==> config.mk <==
export PLATFORM = sky130hd
export DESIGN_NAME = sstf_disk_request_scheduler
export DESIGN_NICKNAME = d
export VERILOG_FILES = /design/src/sstf_pkg.sv /design/src/sstf_cell.sv /design/src/sstf_mod.sv /design/src/sstf_disk_request_scheduler.sv
export VERILOG_INCLUDE_DIRS = /design/src /design/src/src
export SDC_FILE = /design/constraint.sdc
export NUM_CORES = 2
export LEC_CHECK = 0
export BUFFER_PORTS_ARGS = -buffer_cell sky130_fd_sc_hd__buf_2
export CAP_MARGIN = 0
export CELL_PAD_IN_SITES_DETAIL_PLACEMENT = 2
export CELL_PAD_IN_SITES_GLOBAL_PLACEMENT = 2
export CORE_ASPECT_RATIO = 0.7
export CORE_MARGIN = 5
export CORE_UTILIZATION = 50
export CTS_CLUSTER_SIZE = 8
export DETAILED_ROUTE_END_ITERATION = 7
export PLACE_DENSITY_LB_ADDON = 0.1
export SLEW_MARGIN = 20
export SYNTH_ARGS = -nofsm -noshare
export SYNTH_HDL_FRONTEND = slang
export SYNTH_SLANG_ARGS = --single-unit
==> constraint.sdc <==
create_clock -name clk -period 14.1 [get_ports clk]
set_input_delay 2.82 -clock clk [delete_from_list [all_inputs] [get_ports clk]]
set_output_delay 2.82 -clock clk [all_outputs]
set_load 0.02 [all_outputs]
==> src/sstf_disk_request_scheduler_defines.svh <==
// ----------------------------------------------------------------------------
// SSTF scheduler assertion macros
// Concurrent assertion shorthands; they compile away under SYNTHESIS.
// ----------------------------------------------------------------------------
`ifndef SSTF_DISK_REQUEST_SCHEDULER_DEFINES_SVH
`define SSTF_DISK_REQUEST_SCHEDULER_DEFINES_SVH

`ifndef SYNTHESIS

// same-cycle implication, disabled in reset
`define SSTF_ASSERT_NOW(label, clk, rst_n, ante, cons) \
    label: assert property (@(posedge clk) disable iff (!rst_n) (ante) |-> (cons)) \
        else $error("sstf assertion failed");

// next-cycle implication, disabled in reset
`define SSTF_ASSERT_NEXT(label, clk, rst_n, ante, cons) \
    label: assert property (@(posedge clk) disable iff (!rst_n) (ante) |=> (cons)) \
        else $error("sstf assertion failed");

`else

`define SSTF_ASSERT_NOW(label, clk, rst_n, ante, cons)
`define SSTF_ASSERT_NEXT(label, clk, rst_n, ante, cons)

`endif

`endif

==> src/sstf_pkg.sv <==
// ----------------------------------------------------------------------------
// sstf_pkg
// Types and constants shared by the SSTF disk request scheduler.
// ----------------------------------------------------------------------------
`default_nettype none

package sstf_pkg;

    localparam int ARR_W     = 16;
    localparam int TRACK_W   = 10;
    localparam int SECTOR_W  = 8;
    localparam int SPT_W     = 9;
    localparam int OVH_W     = 16;
    localparam int COST_W    = 8;
    localparam int TIME_W    = 24;
    localparam int REQNUM_W  = 4;
    localparam int CFG_ADDR_W = 3;
    localparam int CFG_DATA_W = 16;

    localparam logic [TIME_W-1:0]   TIME_MAX = {TIME_W{1'b1}};

    localparam logic [TRACK_W-1:0]  RST_START_TRACK  = 10'd100;
    localparam logic [SECTOR_W-1:0] RST_START_SECTOR = 8'd0;
    localparam logic [SPT_W-1:0]    RST_SPT          = 9'd8;
    localparam logic [OVH_W-1:0]    RST_OVERHEAD     = 16'd110;
    localparam logic [COST_W-1:0]   RST_SEEK_COST    = 8'd1;
    localparam logic [COST_W-1:0]   RST_SECTOR_COST  = 8'd10;

    typedef enum logic [CFG_ADDR_W-1:0] {
        CFG_START_TRACK  = 3'd0,
        CFG_START_SECTOR = 3'd1,
        CFG_SPT          = 3'd2,
        CFG_OVERHEAD     = 3'd3,
        CFG_SEEK_COST    = 3'd4,
        CFG_SECTOR_COST  = 3'd5
    } sstf_cfg_idx_t;

    typedef enum logic [3:0] {
        S_LOAD,
        S_PREP,
        S_PREP_W,
        S_SCAN,
        S_SEL,
        S_MOD_W,
        S_MULT,
        S_SUM,
        S_EMIT
    } sstf_state_t;

    typedef struct packed {
        logic [ARR_W-1:0]    arrival_ms;
        logic [TRACK_W-1:0]  track;
        logic [SECTOR_W-1:0] sector;
        logic                last_of_set;
    } sstf_in_t;

    typedef struct packed {
        logic [REQNUM_W-1:0] request_number;
        logic [TIME_W-1:0]   finish_tenths;
        logic                last_of_run;
    } sstf_out_t;

    // one stored request as it travels around the cell ring
    typedef struct packed {
        logic                valid;
        logic                served;
        logic [ARR_W-1:0]    arrival;
        logic [TRACK_W-1:0]  track;
        logic [SECTOR_W-1:0] sector;
    } req_cell_t;

    typedef struct packed {
        logic shift;
        logic clear;
    } cell_ctrl_t;

endpackage

`default_nettype wire

==> src/sstf_cell.sv <==
// ----------------------------------------------------------------------------
// sstf_cell
// One slot of the request ring; takes its neighbor's entry on every shift.
// ----------------------------------------------------------------------------
`default_nettype none

module sstf_cell #(
    parameter int IDX_W = 4
) (
    input  wire logic                 clk,
    input  wire logic                 rst_n,
    input  wire sstf_pkg::cell_ctrl_t ctrl,
    input  wire sstf_pkg::req_cell_t  entry_in,
    input  wire logic [IDX_W-1:0]     idx_in,
    output sstf_pkg::req_cell_t       entry_out,
    output logic [IDX_W-1:0]          idx_out
);
    import sstf_pkg::*;

    logic                valid_reg;
    logic                served_reg;
    logic [ARR_W-1:0]    arrival_reg;
    logic [TRACK_W-1:0]  track_reg;
    logic [SECTOR_W-1:0] sector_reg;
    logic [IDX_W-1:0]    idx_reg;

    always_ff @(posedge clk or negedge rst_n)
    begin
        if (!rst_n)
        begin
            valid_reg <= 1'b0;
        end
        else if (ctrl.clear)
        begin
            valid_reg <= 1'b0;
        end
        else if (ctrl.shift)
        begin
            valid_reg <= entry_in.valid;
        end
    end

    always_ff @(posedge clk)
    begin
        if (ctrl.shift)
        begin
            served_reg  <= entry_in.served;
            arrival_reg <= entry_in.arrival;
            track_reg   <= entry_in.track;
            sector_reg  <= entry_in.sector;
            idx_reg     <= idx_in;
        end
    end

    assign entry_out = '{valid:   valid_reg,
                         served:  served_reg,
                         arrival: arrival_reg,
                         track:   track_reg,
                         sector:  sector_reg};
    assign idx_out   = idx_reg;

endmodule

`default_nettype wire

==> src/sstf_mod.sv <==
// ----------------------------------------------------------------------------
// sstf_mod
// Restoring remainder unit: sector modulo sectors-per-track, one bit a cycle.
// ----------------------------------------------------------------------------
`default_nettype none

module sstf_mod (
    input  wire logic                          clk,
    input  wire logic                          rst_n,
    input  wire logic                          start,
    input  wire logic [sstf_pkg::SECTOR_W-1:0] dividend,
    input  wire logic [sstf_pkg::SPT_W-1:0]    divisor,
    output logic                               done,
    output logic [sstf_pkg::SECTOR_W-1:0]      remainder
);
    import sstf_pkg::*;

    localparam int STEP_W = $clog2(SECTOR_W);

    logic                busy_reg;
    logic                done_reg;
    logic [STEP_W-1:0]   step_reg;
    logic [SECTOR_W-1:0] dvd_reg;
    logic [SPT_W-1:0]    rem_reg;

    logic [SPT_W:0]      trial;
    logic [SPT_W:0]      diff;
    logic                fits;

    assign trial = {rem_reg, dvd_reg[SECTOR_W-1]};
    assign diff  = trial - {1'b0, divisor};
    assign fits  = (trial >= {1'b0, divisor});

    always_ff @(posedge clk or negedge rst_n)
    begin
        if (!rst_n)
        begin
            busy_reg <= 1'b0;
            done_reg <= 1'b0;
            step_reg <= '0;
        end
        else
        begin
            done_reg <= 1'b0;
            if (start)
            begin
                busy_reg <= 1'b1;
                step_reg <= '0;
            end
            else if (busy_reg)
            begin
                step_reg <= step_reg + STEP_W'(1);
                if (step_reg == STEP_W'(SECTOR_W - 1))
                begin
                    busy_reg <= 1'b0;
                    done_reg <= 1'b1;
                end
            end
        end
    end

    always_ff @(posedge clk)
    begin
        if (start)
        begin
            dvd_reg <= dividend;
            rem_reg <= '0;
        end
        else if (busy_reg)
        begin
            dvd_reg <= {dvd_reg[SECTOR_W-2:0], 1'b0};
            rem_reg <= fits ? diff[SPT_W-1:0] : trial[SPT_W-1:0];
        end
    end

    assign done      = done_reg;
    // remainder never exceeds the dividend, so it fits the sector width
    assign remainder = rem_reg[SECTOR_W-1:0];

endmodule

`default_nettype wire

==> src/sstf_disk_request_scheduler.sv <==
// ----------------------------------------------------------------------------
// sstf_disk_request_scheduler
// Shortest-seek-time-first scheduler over a batch of buffered disk requests.
// ----------------------------------------------------------------------------
// Requests load one per cycle into a ring of MAX_REQUESTS cells; the request
// flagged last_of_set closes the batch and scheduling starts (any request
// beyond MAX_REQUESTS is dropped). Each dispatch rotates the ring once around,
// comparing one entry per cycle at the ring tail, then runs the sector
// remainder (8-step serial unit), the two cost products, the cost sum and the
// result write. The start sector is reduced once per batch, before the first
// pass. Results leave through a single output register; loading of the next
// batch can begin while the final result still waits there.
// ----------------------------------------------------------------------------
`default_nettype none

`include "sstf_disk_request_scheduler_defines.svh"

module sstf_disk_request_scheduler #(
    parameter int MAX_REQUESTS = 16
) (
    input  wire logic                              clk,
    input  wire logic                              rst_n,
    input  wire logic                              cfg_wr_en,
    input  wire logic [sstf_pkg::CFG_ADDR_W-1:0]   cfg_addr,
    input  wire logic [sstf_pkg::CFG_DATA_W-1:0]   cfg_wdata,
    input  wire logic                              in_valid,
    output logic                                   in_ready,
    input  wire sstf_pkg::sstf_in_t                in_data,
    output logic                                   out_valid,
    input  wire logic                              out_ready,
    output sstf_pkg::sstf_out_t                    out_data
);
    import sstf_pkg::*;

    localparam int IDX_W  = $clog2(MAX_REQUESTS);
    localparam int CNT_W  = $clog2(MAX_REQUESTS + 1);
    localparam int A10_W  = ARR_W + 4;
    localparam int ROT_W  = SPT_W;
    localparam int PSK_W  = COST_W + TRACK_W;
    localparam int PRT_W  = COST_W + ROT_W;
    localparam int SUM_W  = PSK_W + 1;

    // configuration
    logic [TRACK_W-1:0]  cfg_start_track_reg;
    logic [SECTOR_W-1:0] cfg_start_sector_reg;
    logic [SPT_W-1:0]    cfg_spt_reg;
    logic [OVH_W-1:0]    cfg_overhead_reg;
    logic [COST_W-1:0]   cfg_seek_cost_reg;
    logic [COST_W-1:0]   cfg_sector_cost_reg;
    logic [SPT_W-1:0]    spt_eff;

    always_ff @(posedge clk or negedge rst_n)
    begin
        if (!rst_n)
        begin
            cfg_start_track_reg  <= RST_START_TRACK;
            cfg_start_sector_reg <= RST_START_SECTOR;
            cfg_spt_reg          <= RST_SPT;
            cfg_overhead_reg     <= RST_OVERHEAD;
            cfg_seek_cost_reg    <= RST_SEEK_COST;
            cfg_sector_cost_reg  <= RST_SECTOR_COST;
        end
        else if (cfg_wr_en)
        begin
            unique case (cfg_addr)
                CFG_START_TRACK:  cfg_start_track_reg  <= cfg_wdata[TRACK_W-1:0];
                CFG_START_SECTOR: cfg_start_sector_reg <= cfg_wdata[SECTOR_W-1:0];
                CFG_SPT:          cfg_spt_reg          <= cfg_wdata[SPT_W-1:0];
                CFG_OVERHEAD:     cfg_overhead_reg     <= cfg_wdata[OVH_W-1:0];
                CFG_SEEK_COST:    cfg_seek_cost_reg    <= cfg_wdata[COST_W-1:0];
                CFG_SECTOR_COST:  cfg_sector_cost_reg  <= cfg_wdata[COST_W-1:0];
                default:          ;
            endcase
        end
    end

    // zero sectors per track behaves as one
    assign spt_eff = (cfg_spt_reg == '0) ? SPT_W'(1) : cfg_spt_reg;

    // control state
    sstf_state_t         state_reg;
    sstf_state_t         state_next;
    logic [CNT_W-1:0]    count_reg;
    logic [CNT_W-1:0]    k_reg;
    logic [IDX_W-1:0]    scan_cnt_reg;
    logic [TIME_W-1:0]   now_reg;
    logic [TRACK_W-1:0]  head_track_reg;
    logic [SECTOR_W-1:0] head_sec_reg;
    logic                sel_valid_reg;
    logic [IDX_W-1:0]    sel_idx_reg;
    logic                out_valid_reg;
    sstf_out_t           out_data_reg;

    // best arrived candidate (nearest track)
    logic                fa_reg;
    logic [TRACK_W-1:0]  a_dist_reg;
    logic [IDX_W-1:0]    a_idx_reg;
    logic [TRACK_W-1:0]  a_track_reg;
    logic [SECTOR_W-1:0] a_sector_reg;
    // best candidate by earliest arrival
    logic                fe_reg;
    logic [ARR_W-1:0]    e_arr_reg;
    logic [IDX_W-1:0]    e_idx_reg;
    logic [TRACK_W-1:0]  e_track_reg;
    logic [SECTOR_W-1:0] e_sector_reg;

    // chosen request and cost pipeline
    logic [IDX_W-1:0]    ch_idx_reg;
    logic [TRACK_W-1:0]  ch_track_reg;
    logic [TIME_W-1:0]   ch_start_reg;
    logic [TRACK_W-1:0]  ch_dist_reg;
    logic [SECTOR_W-1:0] smod_reg;
    logic [ROT_W-1:0]    rot_reg;
    logic [PSK_W-1:0]    p_seek_reg;
    logic [PRT_W-1:0]    p_rot_reg;
    logic [SUM_W-1:0]    cost_reg;

    logic in_acc;
    logic room;
    logic scan_last;
    logic scan_init;
    logic out_free;
    logic last_disp;
    logic [CNT_W-1:0] k_plus;

    assign in_ready  = (state_reg == S_LOAD);
    assign in_acc    = in_valid && in_ready;
    assign room      = (count_reg < CNT_W'(MAX_REQUESTS));
    assign scan_last = (state_reg == S_SCAN) && (scan_cnt_reg == IDX_W'(MAX_REQUESTS - 1));
    assign out_free  = !out_valid_reg || out_ready;
    assign k_plus    = k_reg + CNT_W'(1);
    assign last_disp = (k_plus == count_reg);

    // remainder unit
    logic                mod_start;
    logic                mod_done;
    logic [SECTOR_W-1:0] mod_dvd;
    logic [SECTOR_W-1:0] mod_rem;

    // ring of cells
    cell_ctrl_t          cell_ctrl;
    req_cell_t           ring_ent [MAX_REQUESTS];
    logic [IDX_W-1:0]    ring_idx [MAX_REQUESTS];
    req_cell_t           ring_in;
    logic [IDX_W-1:0]    ring_in_idx;
    req_cell_t           tail;
    logic [IDX_W-1:0]    tail_idx;

    assign tail     = ring_ent[MAX_REQUESTS-1];
    assign tail_idx = ring_idx[MAX_REQUESTS-1];

    genvar gi;
    generate
        for (gi = 0; gi < MAX_REQUESTS; gi++)
        begin : g_cell
            if (gi == 0)
            begin : g_head
                sstf_cell #(.IDX_W(IDX_W)) u_cell (
                    .clk       (clk),
                    .rst_n     (rst_n),
                    .ctrl      (cell_ctrl),
                    .entry_in  (ring_in),
                    .idx_in    (ring_in_idx),
                    .entry_out (ring_ent[gi]),
                    .idx_out   (ring_idx[gi])
                );
            end
            else
            begin : g_body
                sstf_cell #(.IDX_W(IDX_W)) u_cell (
                    .clk       (clk),
                    .rst_n     (rst_n),
                    .ctrl      (cell_ctrl),
                    .entry_in  (ring_ent[gi-1]),
                    .idx_in    (ring_idx[gi-1]),
                    .entry_out (ring_ent[gi]),
                    .idx_out   (ring_idx[gi])
                );
            end
        end
    endgenerate

    // tail evaluation; the previous pick is marked served as it passes
    logic                served_eff;
    logic                elig;
    logic [A10_W-1:0]    tail_a10;
    logic                arrived;
    logic [TRACK_W-1:0]  seek_dist;
    logic                better_a;
    logic                better_e;
    logic                upd_a;
    logic                upd_e;

    assign served_eff = tail.served || (sel_valid_reg && (tail_idx == sel_idx_reg));
    assign elig       = tail.valid && !served_eff;
    assign tail_a10   = ({4'b0, tail.arrival} << 3) + ({4'b0, tail.arrival} << 1);
    assign arrived    = ({{(TIME_W-A10_W){1'b0}}, tail_a10} <= now_reg);
    assign seek_dist  = (head_track_reg >= tail.track) ? (head_track_reg - tail.track)
                                                       : (tail.track - head_track_reg);
    assign better_a   = !fa_reg || (seek_dist < a_dist_reg)
                        || ((seek_dist == a_dist_reg) && (tail_idx < a_idx_reg));
    assign better_e   = !fe_reg || (tail.arrival < e_arr_reg)
                        || ((tail.arrival == e_arr_reg) && (tail_idx < e_idx_reg));
    assign upd_a      = (state_reg == S_SCAN) && elig && arrived && better_a;
    assign upd_e      = (state_reg == S_SCAN) && elig && better_e;

    always_comb
    begin
        if (state_reg == S_LOAD)
        begin
            ring_in     = '{valid:   1'b1,
                            served:  1'b0,
                            arrival: in_data.arrival_ms,
                            track:   in_data.track,
                            sector:  in_data.sector};
            ring_in_idx = count_reg[IDX_W-1:0];
        end
        else
        begin
            ring_in        = tail;
            ring_in.served = served_eff;
            ring_in_idx    = tail_idx;
        end
    end

    assign cell_ctrl.shift = (in_acc && room) || (state_reg == S_SCAN);
    assign cell_ctrl.clear = (state_reg == S_EMIT) && out_free && last_disp;

    // selection after the pass
    logic [A10_W-1:0]    e_a10;
    logic [TIME_W-1:0]   e_start;
    logic [TRACK_W-1:0]  sel_track;
    logic [TRACK_W-1:0]  sel_dist;

    assign e_a10     = ({4'b0, e_arr_reg} << 3) + ({4'b0, e_arr_reg} << 1);
    assign e_start   = ({{(TIME_W-A10_W){1'b0}}, e_a10} > now_reg)
                       ? {{(TIME_W-A10_W){1'b0}}, e_a10} : now_reg;
    assign sel_track = fa_reg ? a_track_reg : e_track_reg;
    assign sel_dist  = (head_track_reg >= sel_track) ? (head_track_reg - sel_track)
                                                     : (sel_track - head_track_reg);

    assign mod_start = (state_reg == S_PREP) || (state_reg == S_SEL);
    assign mod_dvd   = (state_reg == S_PREP) ? cfg_start_sector_reg
                                             : (fa_reg ? a_sector_reg : e_sector_reg);

    sstf_mod u_mod (
        .clk       (clk),
        .rst_n     (rst_n),
        .start     (mod_start),
        .dividend  (mod_dvd),
        .divisor   (spt_eff),
        .done      (mod_done),
        .remainder (mod_rem)
    );

    logic [ROT_W-1:0]  rot_calc;
    logic [TIME_W:0]   fin_wide;
    logic [TIME_W-1:0] fin_sat;

    assign rot_calc = (mod_rem >= head_sec_reg)
                      ? ROT_W'(mod_rem - head_sec_reg)
                      : ROT_W'({1'b0, mod_rem} + spt_eff - {1'b0, head_sec_reg});
    assign fin_wide = {1'b0, ch_start_reg} + {{(TIME_W+1-SUM_W){1'b0}}, cost_reg};
    assign fin_sat  = fin_wide[TIME_W] ? TIME_MAX : fin_wide[TIME_W-1:0];

    assign scan_init = ((state_reg == S_PREP_W) && mod_done)
                       || ((state_reg == S_EMIT) && out_free && !last_disp);

    // next state
    always_comb
    begin
        state_next = state_reg;
        unique case (state_reg)
            S_LOAD:   if (in_acc && in_data.last_of_set) state_next = S_PREP;
            S_PREP:   state_next = S_PREP_W;
            S_PREP_W: if (mod_done) state_next = S_SCAN;
            S_SCAN:   if (scan_last) state_next = S_SEL;
            S_SEL:    state_next = S_MOD_W;
            S_MOD_W:  if (mod_done) state_next = S_MULT;
            S_MULT:   state_next = S_SUM;
            S_SUM:    state_next = S_EMIT;
            S_EMIT:
            begin
                if (out_free)
                begin
                    state_next = last_disp ? S_LOAD : S_SCAN;
                end
            end
            default:  state_next = S_LOAD;
        endcase
    end

    always_ff @(posedge clk or negedge rst_n)
    begin
        if (!rst_n)
        begin
            state_reg      <= S_LOAD;
            count_reg      <= '0;
            k_reg          <= '0;
            scan_cnt_reg   <= '0;
            now_reg        <= '0;
            head_track_reg <= RST_START_TRACK;
            head_sec_reg   <= RST_START_SECTOR;
            sel_valid_reg  <= 1'b0;
            sel_idx_reg    <= '0;
            fa_reg         <= 1'b0;
            fe_reg         <= 1'b0;
            out_valid_reg  <= 1'b0;
        end
        else
        begin
            state_reg <= state_next;

            if (in_acc && room)
            begin
                count_reg <= count_reg + CNT_W'(1);
            end
            if (in_acc && in_data.last_of_set)
            begin
                head_track_reg <= cfg_start_track_reg;
                now_reg        <= '0;
                k_reg          <= '0;
                sel_valid_reg  <= 1'b0;
            end

            if (state_reg == S_PREP_W && mod_done)
            begin
                head_sec_reg <= mod_rem;
            end

            if (scan_init)
            begin
                scan_cnt_reg <= '0;
                fa_reg       <= 1'b0;
                fe_reg       <= 1'b0;
            end
            else if (state_reg == S_SCAN)
            begin
                scan_cnt_reg <= scan_cnt_reg + IDX_W'(1);
                if (upd_a)
                begin
                    fa_reg <= 1'b1;
                end
                if (upd_e)
                begin
                    fe_reg <= 1'b1;
                end
            end

            if (out_valid_reg && out_ready)
            begin
                out_valid_reg <= 1'b0;
            end

            if (state_reg == S_EMIT && out_free)
            begin
                out_valid_reg  <= 1'b1;
                now_reg        <= fin_sat;
                head_track_reg <= ch_track_reg;
                head_sec_reg   <= smod_reg;
                sel_valid_reg  <= 1'b1;
                sel_idx_reg    <= ch_idx_reg;
                k_reg          <= k_plus;
                if (last_disp)
                begin
                    count_reg <= '0;
                end
            end
        end
    end

    always_ff @(posedge clk)
    begin
        if (upd_a)
        begin
            a_dist_reg   <= seek_dist;
            a_idx_reg    <= tail_idx;
            a_track_reg  <= tail.track;
            a_sector_reg <= tail.sector;
        end
        if (upd_e)
        begin
            e_arr_reg    <= tail.arrival;
            e_idx_reg    <= tail_idx;
            e_track_reg  <= tail.track;
            e_sector_reg <= tail.sector;
        end

        if (state_reg == S_SEL)
        begin
            ch_idx_reg   <= fa_reg ? a_idx_reg : e_idx_reg;
            ch_track_reg <= sel_track;
            ch_dist_reg  <= sel_dist;
            ch_start_reg <= fa_reg ? now_reg : e_start;
        end

        if (state_reg == S_MOD_W && mod_done)
        begin
            smod_reg <= mod_rem;
            rot_reg  <= rot_calc;
        end

        if (state_reg == S_MULT)
        begin
            p_seek_reg <= cfg_seek_cost_reg * ch_dist_reg;
            p_rot_reg  <= cfg_sector_cost_reg * rot_reg;
        end

        if (state_reg == S_SUM)
        begin
            cost_reg <= {{(SUM_W-OVH_W){1'b0}}, cfg_overhead_reg}
                        + {1'b0, p_seek_reg}
                        + {{(SUM_W-PRT_W){1'b0}}, p_rot_reg};
        end

        if (state_reg == S_EMIT && out_free)
        begin
            out_data_reg.request_number <= REQNUM_W'(ch_idx_reg);
            out_data_reg.finish_tenths  <= fin_sat;
            out_data_reg.last_of_run    <= last_disp;
        end
    end

    assign out_valid = out_valid_reg;
    assign out_data  = out_data_reg;

    // checks
    `SSTF_ASSERT_NOW(a_mod_done_expected, clk, rst_n, mod_done, (state_reg == S_PREP_W) || (state_reg == S_MOD_W))
    `SSTF_ASSERT_NOW(a_scan_has_work, clk, rst_n, (state_reg == S_SCAN), (k_reg < count_reg))
    `SSTF_ASSERT_NOW(a_pick_in_batch, clk, rst_n, (state_reg == S_SCAN) && sel_valid_reg, (CNT_W'(sel_idx_reg) < count_reg))
    `SSTF_ASSERT_NEXT(a_last_returns_load, clk, rst_n, (state_reg == S_EMIT) && out_free && last_disp, (state_reg == S_LOAD) && (count_reg == '0))

endmodule

`default_nettype wire
; ---- Word-level counts from Yosys, hierarchy flattened
; Cells that the tools add are included.
[word_totals]
regBits = 1007
input_bits = 59
out_inout_bits = 31
word_cells = 331
[classes]
add_sub_neg = 17
n_mul = 2
magnitude_cmp = 11
eq_ne = 24
n_mux = 86
n_reduce_logical = 52
[op_table]
columns = op, n
row1 = $mux W24, 5
row2 = $mux W10, 5
row3 = $mux W1, 48
row4 = $mux W8, 6
row5 = $add A19 B17 Y20, 2
row6 = $sub A10 B10 Y10, 4
row7 = $mux W36, 1
row8 = $mux W4, 9
row9 = $pmux W4 S9, 1
row10 = $mux W9, 3
row11 = $add A24 B19 Y25, 1
row12 = $mux W5, 5
row13 = $gt A20 B24 Y1, 1
row14 = $le A20 B24 Y1, 1
row15 = $ge A10 B10 Y1, 2
row16 = $add A16 B18 Y19, 1
row17 = $add A19 B17 Y19, 1
row18 = $logic_and A1 B1 Y1, 18
row19 = $mul A8 B10 Y18, 1
row20 = $mul A8 B9 Y17, 1
row21 = $eq A16 B16 Y1, 1
row22 = $eq A4 B3 Y1 const B, 4
row23 = $lt A16 B16 Y1, 1
row24 = $reduce_and A2 Y1, 8
row25 = other kinds (32), 62

; ---- Depth between registers and ports, before layout
[logic_depth]
word_depth = 11
mapped_depth = 19
mapped_depth_nobuf = 19

; ---- Cells and area by module
; Synthesis repeated with hierarchy kept, for this count alone.
[hier_totals]
hier_cells = 3344
area_unflattened_um2 = 46966.3
[by_module_without_submodules]
columns = mod, instances, cells_each, area_per_inst_um2, seq_area_each_um2
row1 = sstf_disk_request_scheduler, 1, 2498, 25948.6, 9743.1
row2 = sstf_cell, 16, 44, 1224.9, 1196.1
row3 = sstf_mod, 1, 142, 1418.9, 545.5

; ---- Worst setup path after synthesis
; Ideal clock, no wire load.
[synth_timing]
path_type = input-to-reg
from = input port in_valid
to = register g_cell[0].g_head.u_cell.arrival_reg[0], enable pin
setup_ns = 0.720
t_arrival_ns = 10.617
required_time_ns = 13.380
path_slack_ns = 2.763
stages = 5
path_buffers = 1
path_cell_list = nand2_1 > nor2_2 > nor2_1 > inv_2 > buf_2
[synth_rtl]
columns = item, line
row1 = "start, declared", sstf_disk_request_scheduler.sv:26  ; input wire logic in_valid,
row2 = "end signal, assigned", sstf_cell.sv:48  ; arrival_reg <= entry_in.arrival;
row3 = "end, declared", sstf_cell.sv:22  ; logic [ARR_W-1:0] arrival_reg;

; ---- Worst setup path in the final report
[layout_timing]
from = register head_track_reg[0]
to = register a_sector_reg[3], enable pin
[layout_between]
elab_chain_len = 6
elab_cells_between_ends = 10
cone_classes = add/sub: 2 / order compare: 2 / eq/ne: 1 / mux: 1 / reduce/logical: 4
[layout_lines]
columns = item, line
row1 = "start, declared", sstf_disk_request_scheduler.sv:87  ; logic [TRACK_W-1:0] head_track_reg;
row2 = "start signal, assigned", sstf_disk_request_scheduler.sv:320  ; head_track_reg <= cfg_start_track_reg;
row3 = "start signal, assigned", sstf_disk_request_scheduler.sv:359  ; head_track_reg <= ch_track_reg;
row4 = $sub A10 B10 Y10 (tied with other cells), sstf_disk_request_scheduler.sv:199  ; : (tail.track - head_track_reg);
row5 = $mux W10 (*), sstf_disk_request_scheduler.sv:198  ; assign seek_dist = (head_track_reg >= tail.track) ? (head_track_reg - tail.track)
row6 = via seek_dist[3], sstf_disk_request_scheduler.sv:188  ; logic [TRACK_W-1:0] seek_dist;
row7 = $lt A10 B10 Y1 / $eq A10 B10 Y1 (equally long branches), "sstf_disk_request_scheduler.sv:200, sstf_disk_request_scheduler.sv:201"
row8 = $logic_or A1 B1 Y1 / $logic_and A1 B1 Y1 (equally long branches), "sstf_disk_request_scheduler.sv:200, sstf_disk_request_scheduler.sv:201"
row9 = $logic_or A1 B1 Y1 (*), sstf_disk_request_scheduler.sv:201  ; || ((seek_dist == a_dist_reg) && (tail_idx < a_idx_reg));
row10 = $logic_and A1 B1 Y1 (*), sstf_disk_request_scheduler.sv:204  ; assign upd_a = (state_reg == S_SCAN) && elig && arrived && better_a;
row11 = via upd_a, sstf_disk_request_scheduler.sv:191  ; logic upd_a;
row12 = "end signal, assigned", sstf_disk_request_scheduler.sv:379  ; a_sector_reg <= tail.sector;
row13 = "end, declared", sstf_disk_request_scheduler.sv:99  ; logic [SECTOR_W-1:0] a_sector_reg;
; Mark *: on every way through the listed nets, which the timed path passes. The rest lies on a longest branch.
; A chain may end at the register's enable or synchronous reset.

==> impl_metrics.ini <==
[drt]
drt_iter0_drc = 2738
drcViolationCount = 0
vias_per_cell = 6.17
wl_per_cell_um = 33.7
vias = 29700
routed_wl_mm = 162
antenna_left = 0
firstDrtPassIters = 5

[logic_synthesis]
ys_ff_latch = 1007
synth_area_leader_cell = edfxtp_1
synth_area_per_cell_um2 = 14.0
synthCells = 3313
synth_ff_type = edfxtp_1
synth.distinct_cells = 87
synth_area_leaders = edfxtp_1 (55%), ha_1 (7.5%), dfrtp_1 (7.2%)
synth_edf_count = 850
ys_warn_count = 0
yosysSeqAreaShare_pct = 63.3
synthesis.nets = 3774
syn-cell-area_mm2 = 0.0465
netlist.area_leader.share_pct = 54.9
synth-async-reset-ratio_pct = 14.7

[timing]
rsz0062_at_grt = false
fmax_ghz = 0.149
finalCritPeriodShare_pct = 47.5
worstMarginPinSlew_ns = 1.23
fin_tns_setup_ns = 0
finalHoldViolCount = 0
slew_viol_final = 0
post-route-min-period_ns = 6.69
finClkSkew_ns = 0.0533
setup_viol = 0
relSlewSlack_pct = 18.0

[setup_path]
cp_cell_sequence = inv_1 > ha_1 > inv_1 > fa_1 > a21o_1 > a21oi_2 > a21oi_1 > o41a_1 > a211oi_1 > a21oi_1 > xor2_1 > ha_1 > a21oi_1 > nor2b_1 > o21ai_0 > a21oi_1 > nor4_1 > o21bai_1 > a31oi_4 > buf_16
end_kind = register
crit_type = register to register
slowest_delay_ns = 0.88
start_kind = register
worstPathArrival_ns = 7.15
crit_top_cell = a21oi_1
critPathTopFamily = compound AO/OA/AOI/OAI gates
critPathRequiredTime_ns = 14.55
cp_max_fo = 18
crit_buf_inv = 3
cp_slowest_cell = a31oi_4

[global_route]
antenna_found_initial = 10
grt_usage_pct = 32.5
grt_overflow = 0
grt_pass1_vias = 33300
grt_pass1_wl_mm = 236
grt_max_degree = 193

[pwr]
clockPowerShare_pct = 21.3
power.density_mw_per_mm2 = 304
combPwrFrac_pct = 41.6
power.internal_uw = 9340
report.power.total_uw = 16000
ir_worst_vdd_uv = 221
leakage_uw = 0.0207
seq_power_share_pct = 37.1
p_sw_uw = 6680
p_sw_share_pct = 41.7

[cts]
root_buffer = clkbuf_16
cts_hold_buf = 0
ctsLongestPathBuffers = 3
cts.reportedPaths.clkPinSlew_ns = 0.06
clock-sinks = 1007
postCtsSetupBuffers = 0
h-tree-depth = 4
cts_tree = yes
worstSkewPairLatency_ns = 0.78
cts_made_buffers = 144
cts_resized = 0

[cells_and_area]
area.growth.synth_to_final_pct = 13.4
design_area_mm2 = 0.0527
drive_gt1_share_pct = 11.8
fin_nets = 3945
largest_register_ffs = 240

[placement]
port_buffers = 89
placed_area_mm2 = 0.0484
place_congestion = 0.852
dp_hpwl_mm = 102

[die]
die_h_um = 265
row_count = 93
ios = 90
die_w_um = 374
dieArea_mm2 = 0.0992
start_util_pct = 50.5
core_mm2 = 0.0920

[status]
status = complete, no violations

[run]
cap_violations = 0

[worst_hold_path]
hold_path_class = register to register
## placed cells by master, fill, tap and decap left out, drive strengths merged, types with 8 or more instances in the layout
cell    synthesis  layout
buf            22     109
nand2         275     275
a21o           49      49
a211oi         25      25
o22ai           9       9
edfxtp        850     850
o21bai          8       8
ha            278     278
or3            13      13
mux2           97      97
o21ai         140     140
nand2b         27      27
mux2i          53      53
xnor2          81      81
a21oi         150     150
o211ai         16      16
nor3           36      36
nor2          109     109
a22oi          10      10
clkbuf         63     228
and2           89      89
or2             9       9
a22o           26      26
nand3          41      41
inv           309     310
nand4          25      25
dfrtp         133     133
dfstp          15      15
o21a           31      31
o31a            9       9
clkinv          1      12
and3           11      11
fa            124     124
a31oi          16      16
nor2b          35      35
dfxtp           9       9
xor2           41      41
## stage by stage
| step | util [%] | instances | setup slack (ns) | hold WS (ns) |
|---|---|---|---|---|
| final | 57.2 | 4816 | 7.41 | 0.408 |
| after global routing | 57.2 | 4814 | 7.38 | 0.422 |
| after CTS | 57.2 | 4812 | 7.61 | 0.413 |
| after detailed placement | 52.5 | 4572 | 7.53 | 0.405 |
| after global placement | 52.5 | 4571 | 7.89 | 0.401 |
| after floorplan | - | 3313 | 2.76 | 0.400 |
## final cells by class
cell class | count | area [µm²]
fill | 8135 | 39400
clock inverter | 13 | 330
inverter | 310 | 1170
sequential | 1007 | 29400
antenna | 3 | 7.51
tap | 1235 | 1550
multi-input combinational | 1911 | 15600
clock buffer | 227 | 3970
timing repair buffer | 110 | 657
## Yosys cell counts (16+ instances only)
library cell,number
mux2_2,97
a22o_1,26
buf_2,17
and2_1,88
o21ai_0,134
nand3_1,40
nor3_1,35
o211ai_1,16
clkbuf_1,63
a21oi_1,148
o21a_1,30
dfrtp_1,133
nor2_1,108
xor2_1,41
mux2i_1,53
edfxtp_1,850
ha_1,278
a211oi_1,25
nor2b_1,34
xnor2_1,81
nand2_1,275
nand2b_1,27
a21o_1,49
fa_1,124
inv_1,308
nand4_1,25
## worst paths after layout
path,startpoint,endpoint,slack (ns),depth (start not counted)
max in group asynchronous,rst_n,cfg_start_sector_reg[2]$_DFFE_PN0P_,10.30,2
min in group asynchronous,rst_n,cfg_start_sector_reg[4]$_DFFE_PN0P_,2.14,1
min,g_cell[2].g_body.u_cell.sector_reg[7]$_DFFE_PP_,g_cell[3].g_body.u_cell.sector_reg[7]$_DFFE_PP_,0.41,0
max,head_track_reg[0]$_DFFE_PN0P_,a_sector_reg[3]$_DFFE_PP_,7.41,20
min reg2reg,g_cell[2].g_body.u_cell.sector_reg[7]$_DFFE_PP_,g_cell[3].g_body.u_cell.sector_reg[7]$_DFFE_PP_,0.41,0
max reg2reg,head_track_reg[0]$_DFFE_PN0P_,a_sector_reg[3]$_DFFE_PP_,7.41,20
## logic make-up after synthesis
logic type | Yosys count | synth area share (%)
AOI/OAI and AO/OA | 541 | 7.52
xor gates and xnor gates | 122 | 2.30
adders and majority gates | 402 | 12.8
buffers and inverters | 395 | 3.29
DFF | 1007 | 63.3
muxes | 150 | 3.49
and+or+nand+nor | 696 | 7.24
## power by group through the flow
| stage | clock (µW) | combinational (µW) | sequential (µW) |
|---|---|---|---|
| 3_3_place_gp | 0 | 5510 | 5610 |
| 6_report | 3420 | 6660 | 5940 |
| 2_1_floorplan | 0 | 4220 | 5660 |
| 5_1_grt | 3610 | 7130 | 5990 |
| 4_1_cts | 3460 | 6590 | 5930 |
| 3_5_place_dp | 0 | 6220 | 5860 |
## metal layers
layer	global-route usage [%]	vias up	wire length [µm]
met1	39.2	15500	61500
met2	55.6	1417	80000
li1	-	12300	-
met3	6.68	535	11200
met5	0	-	56
met4	17.0	8	9780
(Power assumes the default switching activity.)
